===== src/rtl/ssfr_pkg.sv =====
// Shared constants and types for the sync-hunting stuffed frame receiver.
`default_nettype none

package ssfr_pkg;

    localparam logic [7:0] SYNC_BYTE  = 8'hFF;
    localparam logic [7:0] STUFF_BYTE = 8'h55;

    localparam logic OP_BYTE    = 1'b0;
    localparam logic OP_RELEASE = 1'b1;

    localparam int QUEUE_DEPTH = 2;
    localparam int QUEUE_AW    = (QUEUE_DEPTH > 1) ? $clog2(QUEUE_DEPTH) : 1;
    localparam int QUEUE_CW    = $clog2(QUEUE_DEPTH + 1);

    typedef enum logic [1:0] {
        MODE_HUNT = 2'd0,
        MODE_READ = 2'd1,
        MODE_DONE = 2'd2
    } t_mode;

    typedef struct packed {
        logic [7:0] index;
        logic [7:0] data;
        logic [7:0] adjust;
        logic       last;
    } t_cmd;

    typedef struct packed {
        logic [QUEUE_CW-1:0] count;
        logic                full;
        logic                empty;
    } t_q_status;

endpackage

`default_nettype wire


===== src/rtl/ssfr_if.sv =====
// Valid/ready channel interfaces for the received bytes and the buffer writes.
`default_nettype none

interface ssfr_in_if;
    logic       valid;
    logic       ready;
    logic       opcode;
    logic [7:0] rx_byte;

    modport source (output valid, output opcode, output rx_byte, input ready);
    modport sink   (input valid, input opcode, input rx_byte, output ready);
endinterface

interface ssfr_out_if;
    logic       valid;
    logic       ready;
    logic [7:0] write_index;
    logic [7:0] write_value;
    logic       frame_done;

    modport source (output valid, output write_index, output write_value,
                    output frame_done, input ready);
    modport sink   (input valid, input write_index, input write_value,
                    input frame_done, output ready);
endinterface

`default_nettype wire


===== src/rtl/ssfr_front.sv =====
// Front end: byte window, sync hunt, stuffing removal and write classification.
`default_nettype none

module ssfr_front (
    input  wire logic                 i_clk,
    input  wire logic                 i_rst_n,
    ssfr_in_if.sink                   i_in,
    input  wire ssfr_pkg::t_q_status  i_q_status,
    output logic                      o_push,
    output ssfr_pkg::t_cmd            o_cmd,
    output ssfr_pkg::t_mode           o_mode
);

    ssfr_pkg::t_mode r_mode, n_mode;
    logic [7:0] r_prev, n_prev;
    logic [7:0] r_cur, n_cur;
    logic [7:0] r_ptr, n_ptr;
    logic [7:0] r_len, n_len;
    logic [7:0] r_adj, n_adj;

    logic       w_fire;
    logic       w_byte;
    logic [7:0] w_b;
    logic       w_sync;
    logic       w_first;
    logic [7:0] w_len;
    logic       w_after_ff;
    logic       w_stuff;
    logic       w_restart;
    logic       w_emit;
    logic       w_last;

    assign i_in.ready = !i_q_status.full;
    assign w_fire     = i_in.valid && i_in.ready;
    assign w_byte     = w_fire && (i_in.opcode == ssfr_pkg::OP_BYTE);
    assign w_b        = i_in.rx_byte;

    assign w_sync     = (w_b == ssfr_pkg::SYNC_BYTE) && (r_cur == ssfr_pkg::SYNC_BYTE);
    assign w_first    = (r_ptr == 8'd0);
    assign w_len      = w_first ? w_b : r_len;
    assign w_after_ff = (r_cur == ssfr_pkg::SYNC_BYTE);
    assign w_stuff    = !w_first && w_after_ff && (w_b == ssfr_pkg::STUFF_BYTE);
    assign w_restart  = !w_first && w_after_ff && (w_b == ssfr_pkg::SYNC_BYTE);
    assign w_emit     = w_byte && (r_mode == ssfr_pkg::MODE_READ) && !w_stuff && !w_restart;
    assign w_last     = !(r_ptr < w_len);

    always_comb begin
        n_mode = r_mode;
        if (w_fire) begin
            if (i_in.opcode == ssfr_pkg::OP_RELEASE) begin
                n_mode = ssfr_pkg::MODE_HUNT;
            end else begin
                case (r_mode)
                    ssfr_pkg::MODE_HUNT: begin
                        if (w_sync) begin
                            n_mode = ssfr_pkg::MODE_READ;
                        end
                    end
                    ssfr_pkg::MODE_READ: begin
                        if (w_emit && w_last) begin
                            n_mode = ssfr_pkg::MODE_DONE;
                        end
                    end
                    default: begin
                        n_mode = r_mode;
                    end
                endcase
            end
        end
    end

    always_comb begin
        n_prev = r_prev;
        n_cur  = r_cur;
        n_ptr  = r_ptr;
        n_len  = r_len;
        n_adj  = r_adj;
        if (w_byte) begin
            n_prev = r_cur;
            n_cur  = w_b;
            case (r_mode)
                ssfr_pkg::MODE_HUNT: begin
                    if (w_sync) begin
                        n_ptr  = 8'd0;
                        n_prev = 8'd0;
                        n_cur  = 8'd0;
                    end
                end
                ssfr_pkg::MODE_READ: begin
                    if (w_first) begin
                        n_len = w_b;
                        n_adj = 8'd0;
                    end
                    if (w_stuff && (r_ptr <= r_len)) begin
                        n_adj = r_adj - ssfr_pkg::STUFF_BYTE;
                    end
                    if (w_restart) begin
                        n_ptr  = 8'd0;
                        n_prev = 8'd0;
                        n_cur  = 8'd0;
                    end
                    if (w_emit && !w_last) begin
                        n_ptr = r_ptr + 8'd1;
                    end
                end
                default: begin
                    n_ptr = r_ptr;
                end
            endcase
        end
    end

    always_comb begin
        o_push       = w_emit;
        o_cmd.index  = r_ptr;
        o_cmd.data   = w_b;
        o_cmd.adjust = w_first ? 8'd0 : r_adj;
        o_cmd.last   = w_last;
        o_mode       = r_mode;
    end

    always_ff @(posedge i_clk) begin
        if (!i_rst_n) begin
            r_mode <= ssfr_pkg::MODE_HUNT;
            r_prev <= 8'd0;
            r_cur  <= 8'd0;
            r_ptr  <= 8'd0;
            r_len  <= 8'd0;
            r_adj  <= 8'd0;
        end else begin
            r_mode <= n_mode;
            r_prev <= n_prev;
            r_cur  <= n_cur;
            r_ptr  <= n_ptr;
            r_len  <= n_len;
            r_adj  <= n_adj;
        end
    end

endmodule

`default_nettype wire


===== src/rtl/ssfr_queue.sv =====
// Short queue of classified write commands between the front and back ends.
`default_nettype none

module ssfr_queue (
    input  wire logic                 i_clk,
    input  wire logic                 i_rst_n,
    input  wire logic                 i_push,
    input  wire ssfr_pkg::t_cmd       i_cmd,
    input  wire logic                 i_pop,
    output ssfr_pkg::t_cmd            o_head,
    output ssfr_pkg::t_q_status       o_status
);

    ssfr_pkg::t_cmd r_mem [ssfr_pkg::QUEUE_DEPTH];

    logic [ssfr_pkg::QUEUE_AW-1:0] r_wr_ptr, n_wr_ptr;
    logic [ssfr_pkg::QUEUE_AW-1:0] r_rd_ptr, n_rd_ptr;
    logic [ssfr_pkg::QUEUE_CW-1:0] r_count, n_count;

    localparam logic [ssfr_pkg::QUEUE_AW-1:0] LAST_SLOT =
        ssfr_pkg::QUEUE_AW'(ssfr_pkg::QUEUE_DEPTH - 1);
    localparam logic [ssfr_pkg::QUEUE_CW-1:0] FULL_COUNT =
        ssfr_pkg::QUEUE_CW'(ssfr_pkg::QUEUE_DEPTH);

    always_comb begin
        n_wr_ptr = r_wr_ptr;
        n_rd_ptr = r_rd_ptr;
        n_count  = r_count;
        if (i_push) begin
            n_wr_ptr = (r_wr_ptr == LAST_SLOT) ? '0 : r_wr_ptr + 1'b1;
        end
        if (i_pop) begin
            n_rd_ptr = (r_rd_ptr == LAST_SLOT) ? '0 : r_rd_ptr + 1'b1;
        end
        if (i_push && !i_pop) begin
            n_count = r_count + 1'b1;
        end else if (i_pop && !i_push) begin
            n_count = r_count - 1'b1;
        end
    end

    always_ff @(posedge i_clk) begin
        if (!i_rst_n) begin
            r_wr_ptr <= '0;
            r_rd_ptr <= '0;
            r_count  <= '0;
        end else begin
            r_wr_ptr <= n_wr_ptr;
            r_rd_ptr <= n_rd_ptr;
            r_count  <= n_count;
        end
    end

    always_ff @(posedge i_clk) begin
        if (i_push) begin
            r_mem[r_wr_ptr] <= i_cmd;
        end
    end

    assign o_head         = r_mem[r_rd_ptr];
    assign o_status.count = r_count;
    assign o_status.full  = (r_count == FULL_COUNT);
    assign o_status.empty = (r_count == '0);

endmodule

`default_nettype wire


===== src/rtl/ssfr_back.sv =====
// Back end: applies the checksum adjustment and holds the output register.
`default_nettype none

module ssfr_back (
    input  wire logic                 i_clk,
    input  wire logic                 i_rst_n,
    input  wire ssfr_pkg::t_cmd       i_head,
    input  wire ssfr_pkg::t_q_status  i_q_status,
    output logic                      o_pop,
    ssfr_out_if.source                o_out
);

    logic       r_valid, n_valid;
    logic [7:0] r_index;
    logic [7:0] r_value;
    logic       r_done;
    logic       w_load;

    assign w_load = !i_q_status.empty && (!r_valid || o_out.ready);
    assign o_pop  = w_load;

    always_comb begin
        n_valid = r_valid;
        if (w_load) begin
            n_valid = 1'b1;
        end else if (o_out.ready) begin
            n_valid = 1'b0;
        end
    end

    always_ff @(posedge i_clk) begin
        if (!i_rst_n) begin
            r_valid <= 1'b0;
        end else begin
            r_valid <= n_valid;
        end
    end

    always_ff @(posedge i_clk) begin
        if (w_load) begin
            r_index <= i_head.index;
            r_value <= i_head.last ? (i_head.data + i_head.adjust) : i_head.data;
            r_done  <= i_head.last;
        end
    end

    assign o_out.valid       = r_valid;
    assign o_out.write_index = r_index;
    assign o_out.write_value = r_value;
    assign o_out.frame_done  = r_done;

endmodule

`default_nettype wire


===== src/rtl/sync_stuffed_frame_receiver.sv =====
// Sync-hunting byte-stuffed frame receiver: top level.
//
// The input channel carries one transaction per received serial byte
// (opcode byte) or per release of a finished frame (opcode release). The
// output channel carries one transaction per frame buffer write: the
// position, the byte stored, and a flag on the write that completes a frame.
// Sync pairs, stuffing bytes, restarts, release transactions and bytes seen
// while hunting or after a finished frame give no output transaction.
// The block accepts one input transaction every cycle while the queue is not
// full. The front end classifies each accepted byte and pushes a command into
// a two-entry queue as it is accepted; the back end moves the head into the
// output register when that register is empty or its transaction is taken.
// When the receiver holds ready low, the output register holds its
// transaction, the queue fills, and input ready drops once both queue
// entries are taken; input ready depends only on the queue fill count.
// Reset is synchronous and active low: it empties the queue and the output
// register, clears the byte window, pointer, length and adjustment, and
// sets the front end to hunt for the sync pair.
`default_nettype none

module sync_stuffed_frame_receiver (
    input  wire logic  i_clk,
    input  wire logic  i_rst_n,
    ssfr_in_if.sink    i_in,
    ssfr_out_if.source o_out
);

    logic                w_push;
    logic                w_pop;
    ssfr_pkg::t_cmd      w_cmd;
    ssfr_pkg::t_cmd      w_head;
    ssfr_pkg::t_q_status w_q_status;
    ssfr_pkg::t_mode     w_mode;

    ssfr_front u_front (
        .i_clk      (i_clk),
        .i_rst_n    (i_rst_n),
        .i_in       (i_in),
        .i_q_status (w_q_status),
        .o_push     (w_push),
        .o_cmd      (w_cmd),
        .o_mode     (w_mode)
    );

    ssfr_queue u_queue (
        .i_clk    (i_clk),
        .i_rst_n  (i_rst_n),
        .i_push   (w_push),
        .i_cmd    (w_cmd),
        .i_pop    (w_pop),
        .o_head   (w_head),
        .o_status (w_q_status)
    );

    ssfr_back u_back (
        .i_clk      (i_clk),
        .i_rst_n    (i_rst_n),
        .i_head     (w_head),
        .i_q_status (w_q_status),
        .o_pop      (w_pop),
        .o_out      (o_out)
    );

    a_count_bound: assert property (@(posedge i_clk) disable iff (!i_rst_n)
        w_q_status.count <= ssfr_pkg::QUEUE_CW'(ssfr_pkg::QUEUE_DEPTH))
        else $error("Queue count exceeds its depth.");

    a_pop_not_empty: assert property (@(posedge i_clk) disable iff (!i_rst_n)
        w_pop |-> !w_q_status.empty)
        else $error("Queue popped while empty.");

    a_push_in_read: assert property (@(posedge i_clk) disable iff (!i_rst_n)
        w_push |-> (w_mode == ssfr_pkg::MODE_READ))
        else $error("Buffer write issued outside a frame.");

    a_last_ends_frame: assert property (@(posedge i_clk) disable iff (!i_rst_n)
        (w_push && w_cmd.last) |=> (w_mode == ssfr_pkg::MODE_DONE))
        else $error("Final write did not finish the frame.");

endmodule

`default_nettype wire

===== src/flat_wrapper.sv =====
// flat-port wrapper written by rule: the top's interface ports become plain ports
module sync_stuffed_frame_receiver_flat 
  (i_clk, i_rst_n, i_in_valid, i_in_opcode, i_in_rx_byte, i_in_ready, o_out_valid, o_out_write_index, o_out_write_value, o_out_frame_done, o_out_ready);
  ssfr_in_if i_in_i ();
  ssfr_out_if o_out_i ();
  input  wire logic i_clk;
  input  wire logic i_rst_n;
  input wire logic [$bits(i_in_i.valid)-1:0] i_in_valid;
  input wire logic [$bits(i_in_i.opcode)-1:0] i_in_opcode;
  input wire logic [$bits(i_in_i.rx_byte)-1:0] i_in_rx_byte;
  output wire logic [$bits(i_in_i.ready)-1:0] i_in_ready;
  output wire logic [$bits(o_out_i.valid)-1:0] o_out_valid;
  output wire logic [$bits(o_out_i.write_index)-1:0] o_out_write_index;
  output wire logic [$bits(o_out_i.write_value)-1:0] o_out_write_value;
  output wire logic [$bits(o_out_i.frame_done)-1:0] o_out_frame_done;
  input wire logic [$bits(o_out_i.ready)-1:0] o_out_ready;
  assign i_in_i.valid = i_in_valid;
  assign i_in_i.opcode = i_in_opcode;
  assign i_in_i.rx_byte = i_in_rx_byte;
  assign i_in_ready = i_in_i.ready;
  assign o_out_valid = o_out_i.valid;
  assign o_out_write_index = o_out_i.write_index;
  assign o_out_write_value = o_out_i.write_value;
  assign o_out_frame_done = o_out_i.frame_done;
  assign o_out_i.ready = o_out_ready;
  sync_stuffed_frame_receiver u_core (.i_clk(i_clk), .i_rst_n(i_rst_n), .i_in(i_in_i), .o_out(o_out_i));
endmodule

===== config.mk =====
export PLATFORM = sky130hd
export DESIGN_NAME = sync_stuffed_frame_receiver_flat
export DESIGN_NICKNAME = d
export VERILOG_FILES = /design/src/rtl/ssfr_pkg.sv /design/src/rtl/ssfr_if.sv /design/src/rtl/ssfr_front.sv /design/src/rtl/ssfr_queue.sv /design/src/rtl/ssfr_back.sv /design/src/rtl/sync_stuffed_frame_receiver.sv /design/src/flat_wrapper.sv
export SDC_FILE = /design/constraint.sdc
export NUM_CORES = 1
export LEC_CHECK = 0
export ABC_CLOCK_PERIOD_IN_PS = 5000
export BUFFER_PORTS_ARGS = -buffer_cell sky130_fd_sc_hd__buf_2
export CAP_MARGIN = 30
export CORE_MARGIN = 3
export CORE_UTILIZATION = 60
export CTS_CLUSTER_SIZE = 28
export DETAILED_ROUTE_END_ITERATION = 6
export PLACE_DENSITY = 0.81
export SLEW_MARGIN = 20
export SYNTH_ARGS = -nofsm -noshare
export SYNTH_HDL_FRONTEND = slang
export SYNTH_SLANG_ARGS = --single-unit
export TNS_END_PERCENT = 10

===== constraint.sdc =====
create_clock -name i_clk -period 5 [get_ports i_clk]
set_clock_uncertainty 0.1 [all_clocks]
set_input_delay 0 -clock i_clk [delete_from_list [all_inputs] [get_ports i_clk]]
set_output_delay 0 -clock i_clk [all_outputs]
set_load 0.01 [all_outputs]

==> flow_metrics.env <==
export IMPL_synth_top_family_by_area="simple AND/OR/NAND/NOR gates"
export IMPL_maxCapViolCount=0
export IMPL_htreeDepth=3
export IMPL_synthArstFlopShare_pct=0
export IMPL_netlist_instances=440
export IMPL_start_util_pct=63.7
export IMPL_r2r_start="u_core.u_front.r_ptr[0]$_SDFFE_PN0P_"
export IMPL_critical_path_max_fanout=12
export IMPL_synth_top_area_cell="edfxtp_1"
export IMPL_startpoint="u_core.u_front.r_ptr[0]$_SDFFE_PN0P_"
export IMPL_period_minus_slack_ps=4220
export IMPL_synth_top_area_share_pct=39.8
export IMPL_antenna_found_initial=0
export IMPL_via_count=3689
export IMPL_critPathLaunchType="flop"
export IMPL_ys_top_cells_by_area="edfxtp_1 40%, dfxtp_1 16%, ha_1 6.4%"
export IMPL_fill_cells=552
export IMPL_cts_tree="built"
export IMPL_fin_crit_sh_pct=84.4
export IMPL_clockBufferDepth=2
export IMPL_rows=32
export IMPL_ys_warnings_count=0
export IMPL_synth_seq_cells=107
export IMPL_hold_path_class="in2reg"
export IMPL_first_global_vias=3619
export IMPL_final_common_cell="edfxtp_1"
export IMPL_wire_per_inst_um=18.0
export IMPL_final_setup_viol_count=0
export IMPL_cts_buffers=9
export IMPL_yosys_cell_types_count=56
export IMPL_antenna_cells=0
export IMPL_crit_type="reg2reg"
export IMPL_worstPathArrival_ps=4380
export IMPL_synth_edff_count=67
export IMPL_critPathCaptureType="flop"
export IMPL_hold_start="i_in_rx_byte[4]"
export IMPL_fin_area_mm2=0.00564
export IMPL_dp_hpwl_mm=7.25
export IMPL_die_height_um=97.7
export IMPL_dieArea_mm2=0.00955
export IMPL_tightestPinTransition_ps=832
export IMPL_area_growth_pct=11.6
export IMPL_yosysSeqAreaShare_pct=55.7
export IMPL_synth_compound_area_share_pct=12.2
export IMPL_gp_congestion=0.882
export IMPL_cellPowerDensity_mw_per_mm2=372
export IMPL_clk_pin_slew_ps=100
export IMPL_finalHoldViolations=0
export IMPL_synth_ff_type="edfxtp_1"
export IMPL_first_pass_iters=5
export IMPL_dpl_cell_area_mm2=0.00533
export IMPL_cts_setup_buffers=0
export IMPL_clock_sinks=107
export IMPL_synthAdderAreaFrac_pct=6.84
export IMPL_first_iter_violations=391
export IMPL_synthMuxAreaShare_pct=6.86
export IMPL_max_freq_mhz=237
export IMPL_io_pins=32
export IMPL_die_width_um=97.7
export IMPL_clk_latency_ps=370
export IMPL_avgViaCountPerCell=6.21
export IMPL_nets=527
export IMPL_grt_max_degree=34
export IMPL_drc=0
export IMPL_reg2reg_slack_ps=780
export IMPL_syn_area_per_cell_um2=11.5
export IMPL_cts_root_buf="clkbuf_8"
export IMPL_yosys_area_share_simple_pct=13.6
export IMPL_drive_gt1_share_pct=16.7
export IMPL_coreArea_mm2=0.00793
export IMPL_status="finished clean"
export IMPL_leakagePower_nw=2.11
export IMPL_fin_setup_tns_ps=0
export IMPL_yosys_area_share_xor_xnor_pct=1.39
export IMPL_rsz0062_at_grt="no"
export IMPL_slew_headroom_pct=42.9
export IMPL_ant_nets=0
export IMPL_grtUsageTotal_pct=23.0
export IMPL_syn_nets=480
export IMPL_fin_total_pwr_w=0.00210
export IMPL_grt_overflow=0
export IMPL_critPathRequiredTime_ps=5160
export IMPL_final_cell_mix="67 x edfxtp_1, 40 x nor2_1, 40 x dfxtp_1"
export IMPL_ir_worst_vdd_mv=0.152
export IMPL_grt_pass1_wl_mm=17.5
export IMPL_finalWirelength_mm=10.7
export IMPL_synth_area_mm2=0.00505
export IMPL_finalMaxSlewViolations=0
export IMPL_port_buffers=31
worst paths after layout:
| path | endpoint | cells past startpoint |
|---|---|---|
| worst max register to register | u_core.u_front.r_ptr[0]$_SDFFE_PN0P_ | 14 |
| worst min register to register | u_core.u_front.r_adj[7]$_SDFFE_PN0P_ | 2 |
| worst max-delay path | u_core.u_front.r_ptr[0]$_SDFFE_PN0P_ | 14 |
| worst min-delay path | u_core.u_queue.r_mem[1][13]$_DFFE_PP_ | 2 |
flip-flops by register name (all words and copies together), names as in the netlist, named ones only:
| name | cells |
|---|---|
| u_core.u_back.o_out.write_value | 8 |
| u_core.u_front.r_cur | 8 |
| u_core.u_front.r_adj | 8 |
| u_core.u_front.r_ptr | 8 |
| u_core.u_front.r_len | 8 |
| u_core.u_back.o_out.write_index | 8 |
| u_core.u_back.o_out.frame_done | 1 |
| u_core.u_queue.r_wr_ptr | 1 |
| u_core.u_back.o_out.valid | 1 |
| u_core.u_front.o_mode | 2 |
| u_core.u_queue.r_mem | 50 |
| u_core.u_queue.r_count | 2 |
| u_core.u_queue.r_rd_ptr | 1 |
final cells by class:
type                            count  area, um^2  area share (%)
Clock inverter                      6        62.6            1.11
Inverter                           28         110            1.95
Clock buffer                       10         128            2.26
Tap cell                          102         128            2.26
Timing Repair Buffer               49         328            5.82
Multi-Input combinational cell    292        2070            36.7
Sequential cell                   107        2810            49.9
Yosys cell counts, types with 2 or more instances:
| master | count |
|---|---|
| and3_1 | 4 |
| inv_1 | 26 |
| nand2_1 | 25 |
| a41oi_1 | 2 |
| a31oi_1 | 8 |
| nor3_1 | 8 |
| a22oi_1 | 8 |
| and2_2 | 5 |
| a211oi_1 | 10 |
| xor2_1 | 3 |
| nand4_1 | 9 |
| buf_6 | 2 |
| or3_1 | 3 |
| o31ai_1 | 2 |
| a21o_1 | 3 |
| clkbuf_1 | 9 |
| o21a_1 | 6 |
| nor2b_1 | 4 |
| nand2b_1 | 2 |
| dfxtp_1 | 40 |
| o21ai_0 | 17 |
| nor2_1 | 42 |
| a32o_1 | 3 |
| nor4b_1 | 2 |
| edfxtp_1 | 67 |
| a21oi_1 | 17 |
| nor4_1 | 7 |
| mux2i_1 | 11 |
| or4_1 | 6 |
| xnor2_1 | 5 |
| o21ai_1 | 3 |
| mux2_2 | 21 |
| nand3_1 | 9 |
| and2_1 | 4 |
| ha_1 | 26 |
report_power, final:
part / switching (W) / leakage (nW) / internal, W
clock network: 0.000293 / 0.0924 / 0.000232
logic: 0.000272 / 1.06 / 0.000220
registers: 0.0000372 / 0.956 / 0.00104
total: 0.000603 / 2.11 / 0.00149
routing by layer:
metal	vias up	track usage [%]	wire length, um
met4	0	9.48	253
met1	1759	29.7	4580
met2	173	38.6	5250
met5	-	0	0
met3	26	4.07	620
li1	1731	-	-
critical path: stages, from the launching register on:
cell and delay (ps):
dfxtp_1 380, inv_1 150, ha_1 200, or4b_1 520
nor2_1 130, buf_4 220, mux2i_1 260, ha_1 300
a21oi_1 190, a31oi_1 130, a211oi_1 560, inv_1 290
nor2_1 250, a2111oi_0 110, o31a_1 310
stage by stage:
stage	cells	hold slack [ps]	utilization, %	setup slack, ps
floorplan	440	-1.13	-	1340
global placement	565	163	67.0	1220
finish	594	351	71.1	782
global route	594	333	71.1	490
detailed placement	566	171	67.2	1010
CTS	594	312	71.1	849
cell families after synthesis:
family / Yosys count
AO/OA/AOI/OAI: 91
XOR/XNOR: 8
adder cells (fa/ha/maj): 27
buffers and inverters: 41
flip-flops: 107
multiplexers: 32
AND/OR/NAND/NOR: 134
timing repair:
item	CTS	global route
endpoints found under the hold margin	37	0
gates resized for setup	0	0
hold buffers	12	0
Note: power is estimated with default switching activity, not from simulation.
